==> src/hw/rtl/lte_sss_pkg.sv <==
// Shared types, constants and helper functions of the SSS sequence generator.
package lte_sss_pkg;

	localparam int unsigned SEQ_LEN     = 31;
	localparam int unsigned QUEUE_DEPTH = 4;

	localparam logic [4:0] TAPS_S = 5'h05;
	localparam logic [4:0] TAPS_C = 5'h09;
	localparam logic [4:0] TAPS_Z = 5'h17;

	localparam logic [4:0] LAST_N     = 5'd30;
	localparam logic [5:0] LAST_INDEX = 6'd61;

	// One decoded request, as handed from front to back
	typedef struct packed {
		logic [4:0] even_shift;
		logic [4:0] odd_shift;
		logic [2:0] z_shift;
		logic [1:0] sector;
	} job_t;

	// Build a length-31 m-sequence; a set bit stands for the value -1
	function automatic logic [30:0] mseq(input logic [4:0] taps);
		logic [30:0] seq;
		logic        v;
		seq    = '0;
		seq[4] = 1'b1;
		for (int i = 0; i < 26; i++) begin
			v = 1'b0;
			for (int k = 0; k < 5; k++) begin
				if (taps[k]) begin
					v = v ^ seq[i + k];
				end
			end
			seq[i + 5] = v;
		end
		return seq;
	endfunction

	localparam logic [30:0] S_SEQ = mseq(TAPS_S);
	localparam logic [30:0] C_SEQ = mseq(TAPS_C);
	localparam logic [30:0] Z_SEQ = mseq(TAPS_Z);

	// Quotient of a narrow value by a constant, by threshold counting
	function automatic logic [3:0] quot_small(input logic [7:0] v, input int unsigned d);
		logic [3:0] q;
		q = '0;
		for (int unsigned k = 1; k <= 8; k++) begin
			if (32'(v) >= k * d) begin
				q = q + 4'd1;
			end
		end
		return q;
	endfunction

	// Triangular number q*(q+1)/2 for a small q
	function automatic logic [6:0] tri_num(input logic [3:0] q);
		logic [7:0] p;
		p = {4'b0, q} * ({4'b0, q} + 8'd1);
		return p[7:1];
	endfunction

	// (a + b) mod 31 for operands below 31
	function automatic logic [4:0] add_mod31(input logic [4:0] a, input logic [4:0] b);
		logic [5:0] s;
		s = {1'b0, a} + {1'b0, b};
		if (s >= 6'(SEQ_LEN)) begin
			s = s - 6'(SEQ_LEN);
		end
		return s[4:0];
	endfunction

endpackage

==> src/hw/rtl/lte_sss_sequence_generator_unit.sv <==
// Top level of the LTE secondary synchronisation sequence generator.
//
// Request channel: cell_id (0..503) and subframe_five are taken at a rising
// edge where start is high and busy is low. Each request yields 62 results,
// elements 0..61 in order, one per cycle: element_index, negative (1 = -1)
// and last on element 61, each valid for the single cycle strobe is high.
// The receiver cannot stall; every strobe cycle is a delivered result.
// The first element of a request reaches the ports through three decode
// stages, the queue, the back end's job register and the output register.
// The back end's element counter emits one element per cycle and takes the
// next request only after the last element of the one before; successive
// requests play out back to back. Up to QUEUE_DEPTH requests may
// be held between the request port and the back end; busy rises when all
// are in use and falls as the back end picks up the next one.
// Reset clears all pending requests and the element counter; no strobe is
// given until a new request arrives.
module lte_sss_sequence_generator_unit #(
	parameter int unsigned QUEUE_DEPTH = lte_sss_pkg::QUEUE_DEPTH
) (
	input  logic       clk,
	input  logic       arst_n,
	input  logic       start,
	output logic       busy,
	input  logic [8:0] cell_id,
	input  logic       subframe_five,
	output logic       strobe,
	output logic [5:0] element_index,
	output logic       negative,
	output logic       last
);

	logic              push, pop, head_valid;
	lte_sss_pkg::job_t push_job, head_job;

	lte_sss_front #(
		.DEPTH(QUEUE_DEPTH)
	) u_front (
		.clk          (clk),
		.arst_n       (arst_n),
		.start        (start),
		.busy         (busy),
		.cell_id      (cell_id),
		.subframe_five(subframe_five),
		.release_job  (pop),
		.push         (push),
		.push_job     (push_job)
	);

	lte_sss_queue #(
		.DEPTH(QUEUE_DEPTH)
	) u_queue (
		.clk       (clk),
		.arst_n    (arst_n),
		.push      (push),
		.push_job  (push_job),
		.pop       (pop),
		.head_valid(head_valid),
		.head_job  (head_job)
	);

	lte_sss_back u_back (
		.clk          (clk),
		.arst_n       (arst_n),
		.job_valid    (head_valid),
		.job          (head_job),
		.pop          (pop),
		.strobe       (strobe),
		.element_index(element_index),
		.negative     (negative),
		.last         (last)
	);

endmodule

==> src/hw/rtl/lte_sss_front.sv <==
// Front end: takes requests, splits the identity and works out the cyclic shifts.
module lte_sss_front #(
	parameter int unsigned DEPTH = lte_sss_pkg::QUEUE_DEPTH
) (
	input  logic                clk,
	input  logic                arst_n,
	input  logic                start,
	output logic                busy,
	input  logic [8:0]          cell_id,
	input  logic                subframe_five,
	input  logic                release_job,
	output logic                push,
	output lte_sss_pkg::job_t   push_job
);

	localparam int unsigned CNT_W = $clog2(DEPTH + 1);

	logic [CNT_W-1:0] inflight_q;
	logic             accept;

	logic       valid_s1, valid_s2, valid_s3;
	logic [8:0] cell_id_s1;
	logic       sf5_s1, sf5_s2, sf5_s3;
	logic [7:0] group_s2;
	logic [1:0] sector_s2, sector_s3;
	logic [7:0] mp_s3;

	logic [16:0] prod;
	logic [7:0]  group;
	logic [9:0]  rem;
	logic [3:0]  qp, q, q31;
	logic [8:0]  t_sum, mp_sum;
	logic [7:0]  m0_wide;
	logic [4:0]  m0, m1;
	logic [5:0]  m1_sum;

	// Count requests held anywhere between the request port and the back end
	assign busy   = (inflight_q == CNT_W'(DEPTH));
	assign accept = start && !busy;

	always_ff @(posedge clk or negedge arst_n) begin
		if (!arst_n) begin
			inflight_q <= '0;
		end else begin
			inflight_q <= inflight_q + CNT_W'(accept) - CNT_W'(release_job);
		end
	end

	// Advance the valid bits of the three stages
	always_ff @(posedge clk or negedge arst_n) begin
		if (!arst_n) begin
			valid_s1 <= 1'b0;
			valid_s2 <= 1'b0;
			valid_s3 <= 1'b0;
		end else begin
			valid_s1 <= accept;
			valid_s2 <= valid_s1;
			valid_s3 <= valid_s2;
		end
	end

	// Stage one: group by reciprocal multiply, sector as the remainder
	always_comb begin
		prod  = {8'b0, cell_id_s1} * 17'd171;
		group = prod[16:9];
		rem   = {1'b0, cell_id_s1} - ({1'b0, group, 1'b0} + {2'b0, group});
	end

	// Stage two: fold the group into the combined shift index
	always_comb begin
		qp     = lte_sss_pkg::quot_small(group_s2, 30);
		t_sum  = {1'b0, group_s2} + {2'b0, lte_sss_pkg::tri_num(qp)};
		q      = lte_sss_pkg::quot_small(t_sum[7:0], 30);
		mp_sum = {1'b0, group_s2} + {2'b0, lte_sss_pkg::tri_num(q)};
	end

	// Stage three: m0 and m1, then order them by subframe
	always_comb begin
		q31     = lte_sss_pkg::quot_small(mp_s3, lte_sss_pkg::SEQ_LEN);
		m0_wide = mp_s3 - 8'({4'b0, q31} * 8'd31);
		m0      = m0_wide[4:0];
		m1_sum  = {1'b0, m0} + {2'b0, q31} + 6'd1;
		if (m1_sum >= 6'(lte_sss_pkg::SEQ_LEN)) begin
			m1_sum = m1_sum - 6'(lte_sss_pkg::SEQ_LEN);
		end
		m1 = m1_sum[4:0];
		push_job.even_shift = sf5_s3 ? m1 : m0;
		push_job.odd_shift  = sf5_s3 ? m0 : m1;
		push_job.z_shift    = sf5_s3 ? m1[2:0] : m0[2:0];
		push_job.sector     = sector_s3;
	end

	assign push = valid_s3;

	// Hold the stage payloads
	always_ff @(posedge clk) begin
		if (accept) begin
			cell_id_s1 <= cell_id;
			sf5_s1     <= subframe_five;
		end
		group_s2  <= group;
		sector_s2 <= rem[1:0];
		sf5_s2    <= sf5_s1;
		mp_s3     <= mp_sum[7:0];
		sector_s3 <= sector_s2;
		sf5_s3    <= sf5_s2;
	end

endmodule

==> src/hw/rtl/lte_sss_queue.sv <==
// Short job queue between the front end and the sequence back end.
module lte_sss_queue #(
	parameter int unsigned DEPTH = lte_sss_pkg::QUEUE_DEPTH
) (
	input  logic              clk,
	input  logic              arst_n,
	input  logic              push,
	input  lte_sss_pkg::job_t push_job,
	input  logic              pop,
	output logic              head_valid,
	output lte_sss_pkg::job_t head_job
);

	localparam int unsigned PTR_W = (DEPTH > 1) ? $clog2(DEPTH) : 1;
	localparam int unsigned CNT_W = $clog2(DEPTH + 1);

	lte_sss_pkg::job_t entries_q [DEPTH];
	logic [PTR_W-1:0]  wr_ptr_q, rd_ptr_q;
	logic [CNT_W-1:0]  count_q;

	assign head_valid = (count_q != '0);
	assign head_job   = entries_q[rd_ptr_q];

	// Advance pointers and occupancy
	always_ff @(posedge clk or negedge arst_n) begin
		if (!arst_n) begin
			wr_ptr_q <= '0;
			rd_ptr_q <= '0;
			count_q  <= '0;
		end else begin
			if (push) begin
				wr_ptr_q <= (wr_ptr_q == PTR_W'(DEPTH - 1)) ? '0 : wr_ptr_q + PTR_W'(1);
			end
			if (pop) begin
				rd_ptr_q <= (rd_ptr_q == PTR_W'(DEPTH - 1)) ? '0 : rd_ptr_q + PTR_W'(1);
			end
			count_q <= count_q + CNT_W'(push) - CNT_W'(pop);
		end
	end

	// Store the incoming job
	always_ff @(posedge clk) begin
		if (push) begin
			entries_q[wr_ptr_q] <= push_job;
		end
	end

	a_count_bound: assert property (@(posedge clk) disable iff (!arst_n)
		count_q <= CNT_W'(DEPTH))
		else $error("queue occupancy beyond depth");

	a_no_overflow: assert property (@(posedge clk) disable iff (!arst_n)
		push && !pop |-> count_q != CNT_W'(DEPTH))
		else $error("push into a full queue");

	a_no_underflow: assert property (@(posedge clk) disable iff (!arst_n)
		pop |-> count_q != '0)
		else $error("pop from an empty queue");

endmodule

==> src/hw/rtl/lte_sss_back.sv <==
// Back end: walks the 62 interleaved elements of one job, one per cycle.
module lte_sss_back (
	input  logic              clk,
	input  logic              arst_n,
	input  logic              job_valid,
	input  lte_sss_pkg::job_t job,
	output logic              pop,
	output logic              strobe,
	output logic [5:0]        element_index,
	output logic              negative,
	output logic              last
);

	lte_sss_pkg::job_t job_q;
	logic              active_q;
	logic [4:0]        n_q;
	logic              odd_q;
	logic              end_elem;
	logic              even_sign, odd_sign;
	logic [4:0]        c1_shift;

	logic              strobe_q;
	logic [5:0]        element_index_q;
	logic              negative_q;
	logic              last_q;

	assign end_elem = active_q && odd_q && (n_q == lte_sss_pkg::LAST_N);
	assign pop      = job_valid && (!active_q || end_elem);

	// Step through the elements, taking the next job straight after the last one
	always_ff @(posedge clk or negedge arst_n) begin
		if (!arst_n) begin
			active_q <= 1'b0;
			n_q      <= '0;
			odd_q    <= 1'b0;
		end else if (pop) begin
			active_q <= 1'b1;
			n_q      <= '0;
			odd_q    <= 1'b0;
		end else if (end_elem) begin
			active_q <= 1'b0;
		end else if (active_q) begin
			if (odd_q) begin
				n_q <= n_q + 5'd1;
			end
			odd_q <= ~odd_q;
		end
	end

	always_ff @(posedge clk) begin
		if (pop) begin
			job_q <= job;
		end
	end

	// Look up the shifted sequences for the current element
	always_comb begin
		c1_shift  = {3'b0, job_q.sector} + 5'd3;
		even_sign = lte_sss_pkg::S_SEQ[lte_sss_pkg::add_mod31(n_q, job_q.even_shift)]
			^ lte_sss_pkg::C_SEQ[lte_sss_pkg::add_mod31(n_q, {3'b0, job_q.sector})];
		odd_sign  = lte_sss_pkg::S_SEQ[lte_sss_pkg::add_mod31(n_q, job_q.odd_shift)]
			^ lte_sss_pkg::C_SEQ[lte_sss_pkg::add_mod31(n_q, c1_shift)]
			^ lte_sss_pkg::Z_SEQ[lte_sss_pkg::add_mod31(n_q, {2'b0, job_q.z_shift})];
	end

	// Register the result
	always_ff @(posedge clk or negedge arst_n) begin
		if (!arst_n) begin
			strobe_q <= 1'b0;
		end else begin
			strobe_q <= active_q;
		end
	end

	always_ff @(posedge clk) begin
		element_index_q <= {n_q, odd_q};
		negative_q      <= odd_q ? odd_sign : even_sign;
		last_q          <= end_elem;
	end

	assign strobe        = strobe_q;
	assign element_index = element_index_q;
	assign negative      = negative_q;
	assign last          = last_q;

	a_last_position: assert property (@(posedge clk) disable iff (!arst_n)
		strobe_q && last_q |-> element_index_q == lte_sss_pkg::LAST_INDEX)
		else $error("last marker away from the final element");

	a_contiguous: assert property (@(posedge clk) disable iff (!arst_n)
		strobe_q && !last_q |=> strobe_q && element_index_q == $past(element_index_q) + 6'd1)
		else $error("gap or jump inside a sequence");

endmodule

==> config.mk <==
export PLATFORM = sky130hd
export DESIGN_NAME = lte_sss_sequence_generator_unit
export DESIGN_NICKNAME = d
export VERILOG_FILES = /design/src/hw/rtl/lte_sss_pkg.sv /design/src/hw/rtl/lte_sss_sequence_generator_unit.sv /design/src/hw/rtl/lte_sss_front.sv /design/src/hw/rtl/lte_sss_queue.sv /design/src/hw/rtl/lte_sss_back.sv
export SDC_FILE = /design/constraint.sdc
export NUM_CORES = 1
export LEC_CHECK = 0
export BUFFER_PORTS_ARGS = -buffer_cell sky130_fd_sc_hd__buf_4
export CAP_MARGIN = 20
export CORE_MARGIN = 4
export CORE_UTILIZATION = 60
export DETAILED_ROUTE_END_ITERATION = 8
export GPL_TIMING_DRIVEN = 0
export PLACE_DENSITY = 0.76
export RECOVER_POWER = 50
export SLEW_MARGIN = 20
export SYNTH_ARGS = -nofsm -noshare
export SYNTH_HDL_FRONTEND = slang
export SYNTH_SLANG_ARGS = --single-unit
==> constraint.sdc <==
create_clock -name clk -period 33.9 [get_ports clk]
set_input_delay 1.695 -clock clk [delete_from_list [all_inputs] [get_ports clk]]
set_output_delay 1.695 -clock clk [all_outputs]
set_load 0.01 [all_outputs]
; Word-level counts from Yosys, hierarchy flattened
; Memory sizes are Yosys's and may differ from the RTL's. A register that Yosys moved wholly into a read port is not among the register bits.
; Index checks and enable logic that the tools add are counted.
[word_totals]
regBits = 61
mem_bits_rw = 60
rom_bits = 160
output_inout_bits = 10
wordCells = 190
mem_count = 6
[mem_list]
columns = memory, depth, word_bits, read_ports, rd_clocked_by_memory_dff, wr, line
row1 = u_queue.entries_q, 4, 15, 1, 1, 1, lte_sss_queue.sv:17  ; lte_sss_pkg::job_t entries_q [DEPTH];
row2 = (no name shown), 32, 1, 1, 0, 0, lte_sss_back.sv:59  ; even_sign = lte_sss_pkg::S_SEQ[lte_sss_pkg::add_mod31(n_q, job_q.even_shift)]
row3 = (no name shown), 32, 1, 1, 0, 0, lte_sss_back.sv:60  ; ^ lte_sss_pkg::C_SEQ[lte_sss_pkg::add_mod31(n_q, {3'b0, job_q.sector})];
row4 = (no name shown), 32, 1, 1, 0, 0, lte_sss_back.sv:61  ; odd_sign = lte_sss_pkg::S_SEQ[lte_sss_pkg::add_mod31(n_q, job_q.odd_shift)]
row5 = (no name shown), 32, 1, 1, 0, 0, lte_sss_back.sv:62  ; ^ lte_sss_pkg::C_SEQ[lte_sss_pkg::add_mod31(n_q, c1_shift)]
row6 = (no name shown), 32, 1, 1, 0, 0, lte_sss_back.sv:63  ; ^ lte_sss_pkg::Z_SEQ[lte_sss_pkg::add_mod31(n_q, {2'b0, job_q.z_shift})];
[op_classes]
n_addsub = 49
multipliers = 4
magnitude_cmp = 35
eq_ne = 5
mux = 52
bitwise = 4
n_reduce_logical = 13
[ops]
columns = cell, n
row1 = $ge A8 B8 Y1 const B, 12
row2 = $mux W4, 21
row3 = $add A4 B1 Y4 const B, 19
row4 = $mux W5, 12
row5 = $ge A8 B7 Y1 const B, 6
row6 = $ge A6 B5 Y1 const B, 6
row7 = $lt A5 B6 Y1 const B, 5
row8 = $sub A5 B5 Y5 const B, 6
row9 = $ge A8 B5 Y1 const B, 3
row10 = $ge A8 B6 Y1 const B, 3
row11 = $mul A9 B8 Y17 const B, 1
row12 = $add A8 B7 Y8, 2
row13 = $mul A4 B8 Y8, 2
row14 = $mux W1, 16
row15 = $add A5 B3 Y6, 2
row16 = $add A5 B5 Y6, 2
row17 = $add A4 B1 Y5 const B, 2
row18 = $add A3 B1 Y3, 2
row19 = $add A5 B2 Y6, 1
row20 = $add A5 B4 Y6, 1
row21 = $add A6 B1 Y6 const B, 1
row22 = $reduce_bool A2 Y1, 3
row23 = $sub A3 B1 Y3, 2
row24 = $add A5 B1 Y5 const B, 1
row25 = other kinds (21), 31

; Logic depth before layout (Yosys ltp)
; Gate-level depths: netlist of run 1.
[depth]
word_depth = 38
mapped_depth = 74
ltp_nobuf = 73

; Hierarchy
; A second synthesis of run 1 with hierarchy kept.
[hier_totals]
hier_cells = 1139
hier_area_um2 = 11880.1
[modules_own_cells]
columns = mod, instances, cells_each, area_each_um2
row1 = lte_sss_front, 1, 728, 6477.5
row2 = lte_sss_back, 1, 297, 2792.7
row3 = lte_sss_queue, 1, 114, 2610.0

; Least setup slack after synthesis of run 1
; No wires, ideal clock.
[synth_path]
kind = reg2reg
from = reg u_front.group_s2[7]
to = reg u_front.mp_s3[7]
arrival_time_ns = 14.597
required_time_ns = 33.773
slack_ns = 19.176
path_stages_with_launch = 67
synth_period_minus_slack_ns = 14.724
cell_sequence = dfxtp_1 -> clkbuf_1 -> clkbuf_1 -> a2111oi_0 -> ha_1 -> clkbuf_1 -> and3b_1 -> o31ai_1 -> ha_1 -> a21oi_1 -> xnor2_1 -> mux2_2 -> ha_1 -> nand2_1 -> o21ai_0 -> xnor2_1 -> mux2i_1 -> inv_1 -> [31 not listed] -> mux2_2 -> ha_1 -> mux2_2 -> ha_1 -> inv_1 -> ha_1 -> nand2b_1 -> fa_1 -> fa_1 -> inv_1 -> fa_1 -> ha_1 -> a21oi_1 -> o21bai_1 -> a21oi_1 -> o21bai_1 -> a21oi_1 -> xnor2_1
[synth_between]
elab_chain_cells = 38
elab_cells_between_ends = 52
[synth_rtl]
columns = item, line
row1 = from (decl), lte_sss_front.sv:24  ; logic [7:0] group_s2;
row2 = from (signal assigned), lte_sss_front.sv:101  ; group_s2 <= group;
row3 = $ge A8 B5 Y1, lte_sss_pkg.sv:49  ; if (32'(v) >= k * d) begin
row4 = $mux W1, lte_sss_pkg.sv:49
row5 = $add A4 B1 Y4, lte_sss_pkg.sv:50  ; q = q + 4'd1;
row6 = $mux W4, lte_sss_pkg.sv:49
row7 = $add A4 B1 Y4, lte_sss_pkg.sv:50
row8 = $mux W4, lte_sss_pkg.sv:49
row9 = $add A4 B1 Y4, lte_sss_pkg.sv:50
row10 = $mux W4, lte_sss_pkg.sv:49
row11 = [23 not listed], --
row12 = $add A4 B1 Y4, lte_sss_pkg.sv:50
row13 = $mux W4, lte_sss_pkg.sv:49
row14 = $add A4 B1 Y4, lte_sss_pkg.sv:50
row15 = $mux W4, lte_sss_pkg.sv:49
row16 = $add A4 B1 Y5, lte_sss_pkg.sv:59  ; p = {4'b0, q} * ({4'b0, q} + 8'd1);
row17 = $mul A4 B8 Y8, lte_sss_pkg.sv:59
row18 = $add A8 B7 Y8 (*), lte_sss_front.sv:74  ; mp_sum = {1'b0, group_s2} + {2'b0, lte_sss_pkg::tri_num(q)};
row19 = net u_front.mp_sum[7], lte_sss_front.sv:32  ; logic [8:0] t_sum, mp_sum;
row20 = to (signal assigned), lte_sss_front.sv:104  ; mp_s3 <= mp_sum[7:0];
row21 = to (decl), lte_sss_front.sv:26  ; logic [7:0] mp_s3;
; The timed path passes the listed nets; every way through them passes the cells marked *.
; A chain may end at the register's enable or synchronous reset.

; Worst setup path after layout of run 1
; Same ends and word-level chain as after synthesis.

==> flow_metrics.py, run 1 <==
metrics = {
    "layout": {
        "finish.cell_count_without_fillers": 1397,
        "layout.cells.most_common": "ha_1",
        "antenna_diode_count": 0,
        "drive_gt1_share_pct": 9.59,
        "final_nets": 1369,
        "areaGrowthSynthToFinish_pct": 9.59,
        "finish.instance_area_sq_um": 12200,
        "commonest_cells_after_routing_fill_and_taps_aside": "160 x ha_1, 146 x inv_1, 82 x nand2_1",
    },
    "setup_path": {
        "arrival_ps": 16960,
        "worstSetupEndpointType": "register",
        "critical-path-slowest-cell": "a2111oi_0",
        "timing.critical_path.from": "u_front.group_s2[7]",
        "critical_path.reg2reg.startpoint": "u_front.group_s2[7]",
        "rr_endpoint": "u_front.mp_s3[7]",
        "critical_path_start_type": "register",
        "cpMostUsedCell": "ha_1",
        "worst_setup_path_class": "reg2reg",
        "required_ps": 34220,
        "critical-path-max-stage-delay_ps": 820,
        "worstRegToRegCells": 66,
        "timing.critical_path.fanout_max": 10,
        "r2r_slack_ps": 17260,
    },
    "yosys": {
        "cells_after_synthesis": 1113,
        "biggest_area_consumer_among_synthesized_cells": "edfxtp_1",
        "netlist.area_leader.share_pct": 18.9,
        "yosys_warnings": 0,
        "top_area_cells_in_the_synthesized_netlist": "edfxtp_1 19%, ha_1 18%, fa_1 7.4%",
        "synth.avg_cell_area_sq_um": 10.0,
        "area_of_the_mapped_netlist_sq_um": 11100,
        "synth_edf_count": 70,
        "synth-seq-area-share_pct": 29.0,
        "synth_fp_nets": 1327,
        "yosys_most_used_dff": "edfxtp_1",
        "synth_seq_cells": 121,
        "synth.distinct_cells": 86,
        "async_reset_ff_share_pct": 17.4,
    },
    "sta": {
        "drv_slew": 0,
        "fmax_mhz": 60.1,
        "rsz_0062_raised_after_global_routing": "no",
        "timing.slew.headroom_pct": 24.4,
        "clock_skew_ps": 10.3,
        "total_negative_slack_ps": 0,
        "timing_worst_slew_pin_value_ps": 1130,
        "final_period_minus_worst_setup_slack_ps": 16640,
        "finalSetupViolCount": 0,
        "period_share_pct": 49.1,
        "final_hold_viol_count": 0,
    },
    "die": {
        "fp-row-count": 49,
        "fp.dieArea_sq_um": 20800,
        "die_x_um": 144,
        "floorplan.die.height_um": 144,
        "floorplan.core_area_sq_um": 18100,
        "design.portCount": 23,
        "initial_core_util_pct": 61.6,
    },
    "drt": {
        "top_layer": "met4",
        "routedLengthMet1_mm": 9.32,
        "postRouteAntennaNets": 0,
        "number_of_detailed_route_iterations_in_the_first_pass": 5,
        "drt_wl_total_mm": 21.1,
        "route.met2.wl_mm": 10.8,
        "drc_errors": 0,
        "met3_length_um": 597,
        "first_iter_violations": 292,
        "avgViaCountPerCell": 5.70,
        "routed_wirelength_normalized_by_instance_count_um": 15.1,
        "via_count": 7965,
    },
    "global_routing": {
        "grt_remaining_overflow": 0,
        "grt_pass1_wl_mm": 36.8,
        "grt_max_degree": 22,
        "grt_antenna_before_repair": 0,
        "gr_usage_total_pct": 21.8,
        "grt_pass1_vias": 8091,
    },
    "cts": {
        "tritoncts_clock_tree": "yes",
        "max-clock-path-buffers": 2,
        "h-tree-depth": 4,
        "hold_bufs_inserted_after_cts": 0,
        "clock-sinks": 121,
        "clock-root-buffer": "clkbuf_16",
        "tritoncts.num_buffers": 17,
        "cts.clk_slew.worst_paths_ps": 50,
        "cts.repair_timing.setup_buffer_count": 0,
        "post_cts.resized_instances": 0,
        "clkLatencyLatePin_ps": 420,
    },
    "place": {
        "place_inst": 1365,
        "detailed_place.area_sq_um": 11600,
        "hpwlAfterDp_mm": 16.0,
        "buffer_ports.inserted": 22,
        "globalplace.congestion": 0.825,
    },
    "min_path": {
        "timing.hold.worst.class": "reg2reg",
        "worst_hold_path.endpoint": "u_front.sector_s3[1]",
        "min_path_cells": 0,
        "worstHoldStart": "u_front.sector_s2[1]",
    },
    "flow_run": {
        "max_cap_violations": 0,
    },
    "outcome": {
        "status": "completed",
    },
}
==> stage by stage <==
stage                     util [%]  hold WS, ps  setup slack, ps
final                         67.5          324            17260
after global routing          67.5          340            16060
after CTS                     67.5          327            17230
after detailed placement      64.2          312            17330
after global placement        64.1          311            17580
after floorplan                  -          310            19180
==> registers in the layout, indices dropped and copies added (netlist names), 3 cells and up <==
signal                cells
u_back.element_index      6
u_back.job_q             12
u_back.n_q                5
u_front.cell_id_s1        9
u_front.group_s2          8
u_front.inflight_q        3
u_front.mp_s3             8
u_queue.count_q           3
u_queue.entries_q        48
==> area by class of cell <==
cell class | instances | area (sq um)
fill | 1367 | 5880
multi-input combinational | 831 | 7310
inverter | 147 | 552
timing repair buffer | 23 | 176
buffer | 14 | 55.1
sequential | 121 | 3230
clock buffer | 23 | 479
clock inverter | 9 | 123
tap | 229 | 287
==> Yosys cell counts (10+ instances only) <==
cell type / count
nor3_1: 20
mux2i_1: 15
mux2_2: 19
xnor2_1: 81
xor2_1: 32
and3_1: 10
dfrtp_1: 21
fa_1: 41
dfxtp_1: 30
nand3_1: 15
o21ai_0: 32
nand2_1: 82
inv_1: 146
nor2b_1: 13
a21o_1: 23
nor2_1: 70
a21oi_1: 53
mux4_2: 14
edfxtp_1: 70
o21bai_1: 10
ha_1: 160
==> worst max-delay path by stage <==
stage / end / slack, ps / cells after the start
CTS: u_front.mp_s3[7] / 17230 / 66
detailed placement: u_front.mp_s3[7] / 17330 / 66
floorplan: u_front.mp_s3[7] / 19180 / 66
global placement: u_front.mp_s3[7] / 17580 / 66
finish: u_front.mp_s3[7] / 17260 / 66
global route: u_front.mp_s3[7] / 16060 / 66
==> kinds of logic after synthesis <==
kind of cell | after synthesis | share of synthesized area [%]
multiplexers | 48 | 6.10
XOR/XNOR | 120 | 10.2
flip-flops | 121 | 29.0
AND/OR/NAND/NOR | 264 | 11.5
AO/OA/AOI/OAI | 198 | 12.5
adder cells (fa/ha/maj) | 201 | 25.3
buffers and inverters | 161 | 5.45
==> metal layers <==
layer  track usage, %  vias up
li1                 -     3976
met1             27.2     3839
met2             38.5      117
met3             3.64       33
met4             7.27        0
met5                0        -
==> worst max-delay path, delay by kind of cell (launching register included) <==
| family | cells | cell delay, ps |
|---|---|---|
| flip-flops | 1 | 350 |
| XOR/XNOR | 7 | 990 |
| AO/OA/AOI/OAI | 15 | 3460 |
| buffers and inverters | 10 | 1550 |
| adder cells (fa/ha/maj) | 20 | 6940 |
| multiplexers | 4 | 1260 |
| AND/OR/NAND/NOR | 10 | 1980 |
Power of run 1 is not shown: default switching activity piles up to over one toggle a cycle in this logic, so the estimate is an artifact.
==> run 2: changes to the inputs <==
--- a/config.mk
+++ b/config.mk
@@ -8,10 +8,10 @@
 export BUFFER_PORTS_ARGS = -buffer_cell sky130_fd_sc_hd__buf_4
 export CAP_MARGIN = 20
 export CORE_MARGIN = 4
-export CORE_UTILIZATION = 60
+export CORE_UTILIZATION = 59
 export DETAILED_ROUTE_END_ITERATION = 8
 export GPL_TIMING_DRIVEN = 0
-export PLACE_DENSITY = 0.76
+export PLACE_DENSITY = 0.78
 export RECOVER_POWER = 50
 export SLEW_MARGIN = 20
 export SYNTH_ARGS = -nofsm -noshare
==> constraint.sdc (replaced) <==
create_clock -name clk -period 13.6 [get_ports clk]
set_input_delay 0.68 -clock clk [delete_from_list [all_inputs] [get_ports clk]]
set_output_delay 0.68 -clock clk [all_outputs]
set_load 0.01 [all_outputs]
==> run 2 against run 1 <==
The run now ends with negative setup slack left. Die area up 1.6%. Final area is 8.5% higher. Final cell count increased by 3.9%. Routed wire length grew 23%. Worst setup slack worse by 17000 ps. Flip-flop and latch count unchanged. Critical path depth increased by 1. Critical endpoint unchanged.
==> flow_metrics.py, run 2 (synthesis results as in run 1) <==
metrics = {
    "die": {
        "die_x_um": 145,
        "initial_core_util_pct": 61.0,
        "fp-row-count": 49,
        "design.portCount": 23,
        "floorplan.core_area_sq_um": 18300,
        "floorplan.die.height_um": 145,
        "fp.dieArea_sq_um": 21100,
    },
    "cts": {
        "max-clock-path-buffers": 2,
        "clock-sinks": 121,
        "cts.clk_slew.worst_paths_ps": 60,
        "tritoncts_clock_tree": "yes",
        "h-tree-depth": 4,
        "clock-root-buffer": "clkbuf_16",
        "tritoncts.num_buffers": 17,
        "clkLatencyLatePin_ps": 420,
        "hold_bufs_inserted_after_cts": 0,
    },
    "drt": {
        "postRouteAntennaNets": 0,
        "drc_errors": 0,
        "number_of_detailed_route_iterations_in_the_first_pass": 5,
        "first_iter_violations": 525,
        "drt_wl_total_mm": 25.9,
        "avgViaCountPerCell": 6.03,
        "routed_wirelength_normalized_by_instance_count_um": 17.8,
        "via_count": 8751,
    },
    "place": {
        "place_inst": 1365,
        "globalplace.congestion": 0.868,
        "detailed_place.area_sq_um": 11800,
        "place_ws_ps": -1310,
        "hpwlAfterDp_mm": 16.6,
        "buffer_ports.inserted": 22,
    },
    "sta": {
        "timing_worst_slew_pin_value_ps": 1130,
        "fmax_mhz": 72.4,
        "final_hold_viol_count": 0,
        "timing.slew.headroom_pct": 25.0,
        "worst_setup_margin_ps": -213,
        "period_share_pct": 102,
        "rsz_0062_raised_after_global_routing": "yes",
        "finalSetupViolCount": 3,
        "drv_slew": 0,
        "clock_skew_ps": 11.2,
        "final_period_minus_worst_setup_slack_ps": 13810,
    },
    "outcome": {
        "violations_in_the_final_reports": "negative setup slack",
        "status": "finished with violations",
    },
    "setup_path": {
        "required_ps": 13910,
        "worstSetupEndpointType": "register",
        "worst_setup_path_class": "reg2reg",
        "critical-path-max-stage-delay_ps": 560,
        "timing.critical_path.fanout_max": 5,
        "arrival_ps": 14120,
        "cpMostUsedCell": "ha_4",
        "critical-path-slowest-cell": "fa_1",
        "critical_path_start_type": "register",
    },
    "global_routing": {
        "grt_pass1_vias": 8666,
        "grt_pass1_wl_mm": 40.3,
        "grt_max_degree": 22,
        "grt_remaining_overflow": 0,
        "grt_antenna_before_repair": 0,
        "gr_usage_total_pct": 22.9,
    },
    "flow_run": {
        "max_cap_violations": 0,
    },
    "layout": {
        "postLayoutCoreUtil_pct": 72.5,
        "finish.cell_count_without_fillers": 1452,
        "layout.filler_cells": 1204,
        "multiInputGateArea_sq_um": 7920,
        "commonest_cells_after_routing_fill_and_taps_aside": "140 x ha_1, 135 x inv_1, 80 x nand2_1",
        "drive_gt1_share_pct": 20.0,
        "layout.area.seq_sq_um": 3250,
        "final_nets": 1424,
        "finish.instance_area_sq_um": 13300,
        "areaGrowthSynthToFinish_pct": 18.9,
        "top_register": "u_queue.entries_q",
        "layout.cells.most_common": "ha_1",
        "largest_reg_flops": 48,
        "antenna_diode_count": 0,
        "reg.largest.list": "u_queue.entries_q (48), u_back.job_q (12), u_front.cell_id_s1 (9)",
    },
    "min_path": {
        "timing.hold.worst.class": "reg2reg",
    },
}
[run 2: cell count changes in the layout (fill, tap and decap cells not counted), moves of 5 or more]
cell	previous run	this run
a21oi_1	52	41
a21oi_2	1	10
buf_4	11	56
dfxtp_1	30	24
ha_1	160	140
ha_4	0	18
inv_1	146	135
inv_2	0	9
nor3_1	20	15
xnor2_1	81	74
xnor2_2	2	8
[run 2: metrics by stage]
stage / hold slack [ps] / TNS, ps
finish: 332 / -595
global route: 342 / -2840
CTS: 136 / -0.0275
detailed placement: 315 / -6060
global placement: 310 / -5130
floorplan: 310 / -7.80
[run 2: worst max-delay path: cells and delay by family, from the launching register on]
family	cells	cell delay, ps
XOR/XNOR	7	860
buffers and inverters	12	920
flip-flops	1	360
AND/OR/NAND/NOR	11	1370
AO/OA/AOI/OAI	14	2670
multiplexers	4	1120
adder cells (fa/ha/maj)	19	6360
[run 2: repair_timing]
item                                    CTS  global route
pin swaps                                52            57
resized for setup                        66            40
endpoints found under the setup margin    6             6
buffers inserted                         36            20
[run 2: final cells by class]
type | count | share of cell area (%)
flip-flops and latches | 121 | 24.5
repair buffers | 79 | 4.31
clock buffers | 25 | 3.82
plain buffers | 13 | 0.727
clock inverters | 7 | 0.491
well taps | 229 | 2.16
inverters | 147 | 4.20
multi-input cells | 831 | 59.8
[run 2: per-layer routing]
metal  track usage, %  share of wire [%]  vias up
li1                 -                  -     4083
met1             27.7                 39     4226
met2             41.4                 51      327
met3             4.58                5.7      115
met4             6.55                4.1        0
met5                0                  0        -
[run 2: path summary, 6_finish.rpt]
kind | startpoint | to | slack (ps) | cells after the start
max reg2reg | u_front.group_s2[2] | u_front.mp_s3[7] | -210 | 67
min in group asynchronous | arst_n | u_back.n_q[1] | 460 | 1
max in group asynchronous | arst_n | u_queue.rd_ptr_q[1] | 12460 | 1
min | u_front.sector_s2[0] | u_front.sector_s3[0] | 330 | 0
max | u_front.group_s2[2] | u_front.mp_s3[7] | -210 | 67
min reg2reg | u_front.sector_s2[0] | u_front.sector_s3[0] | 330 | 0
Power of run 2 is left out for the same reason.
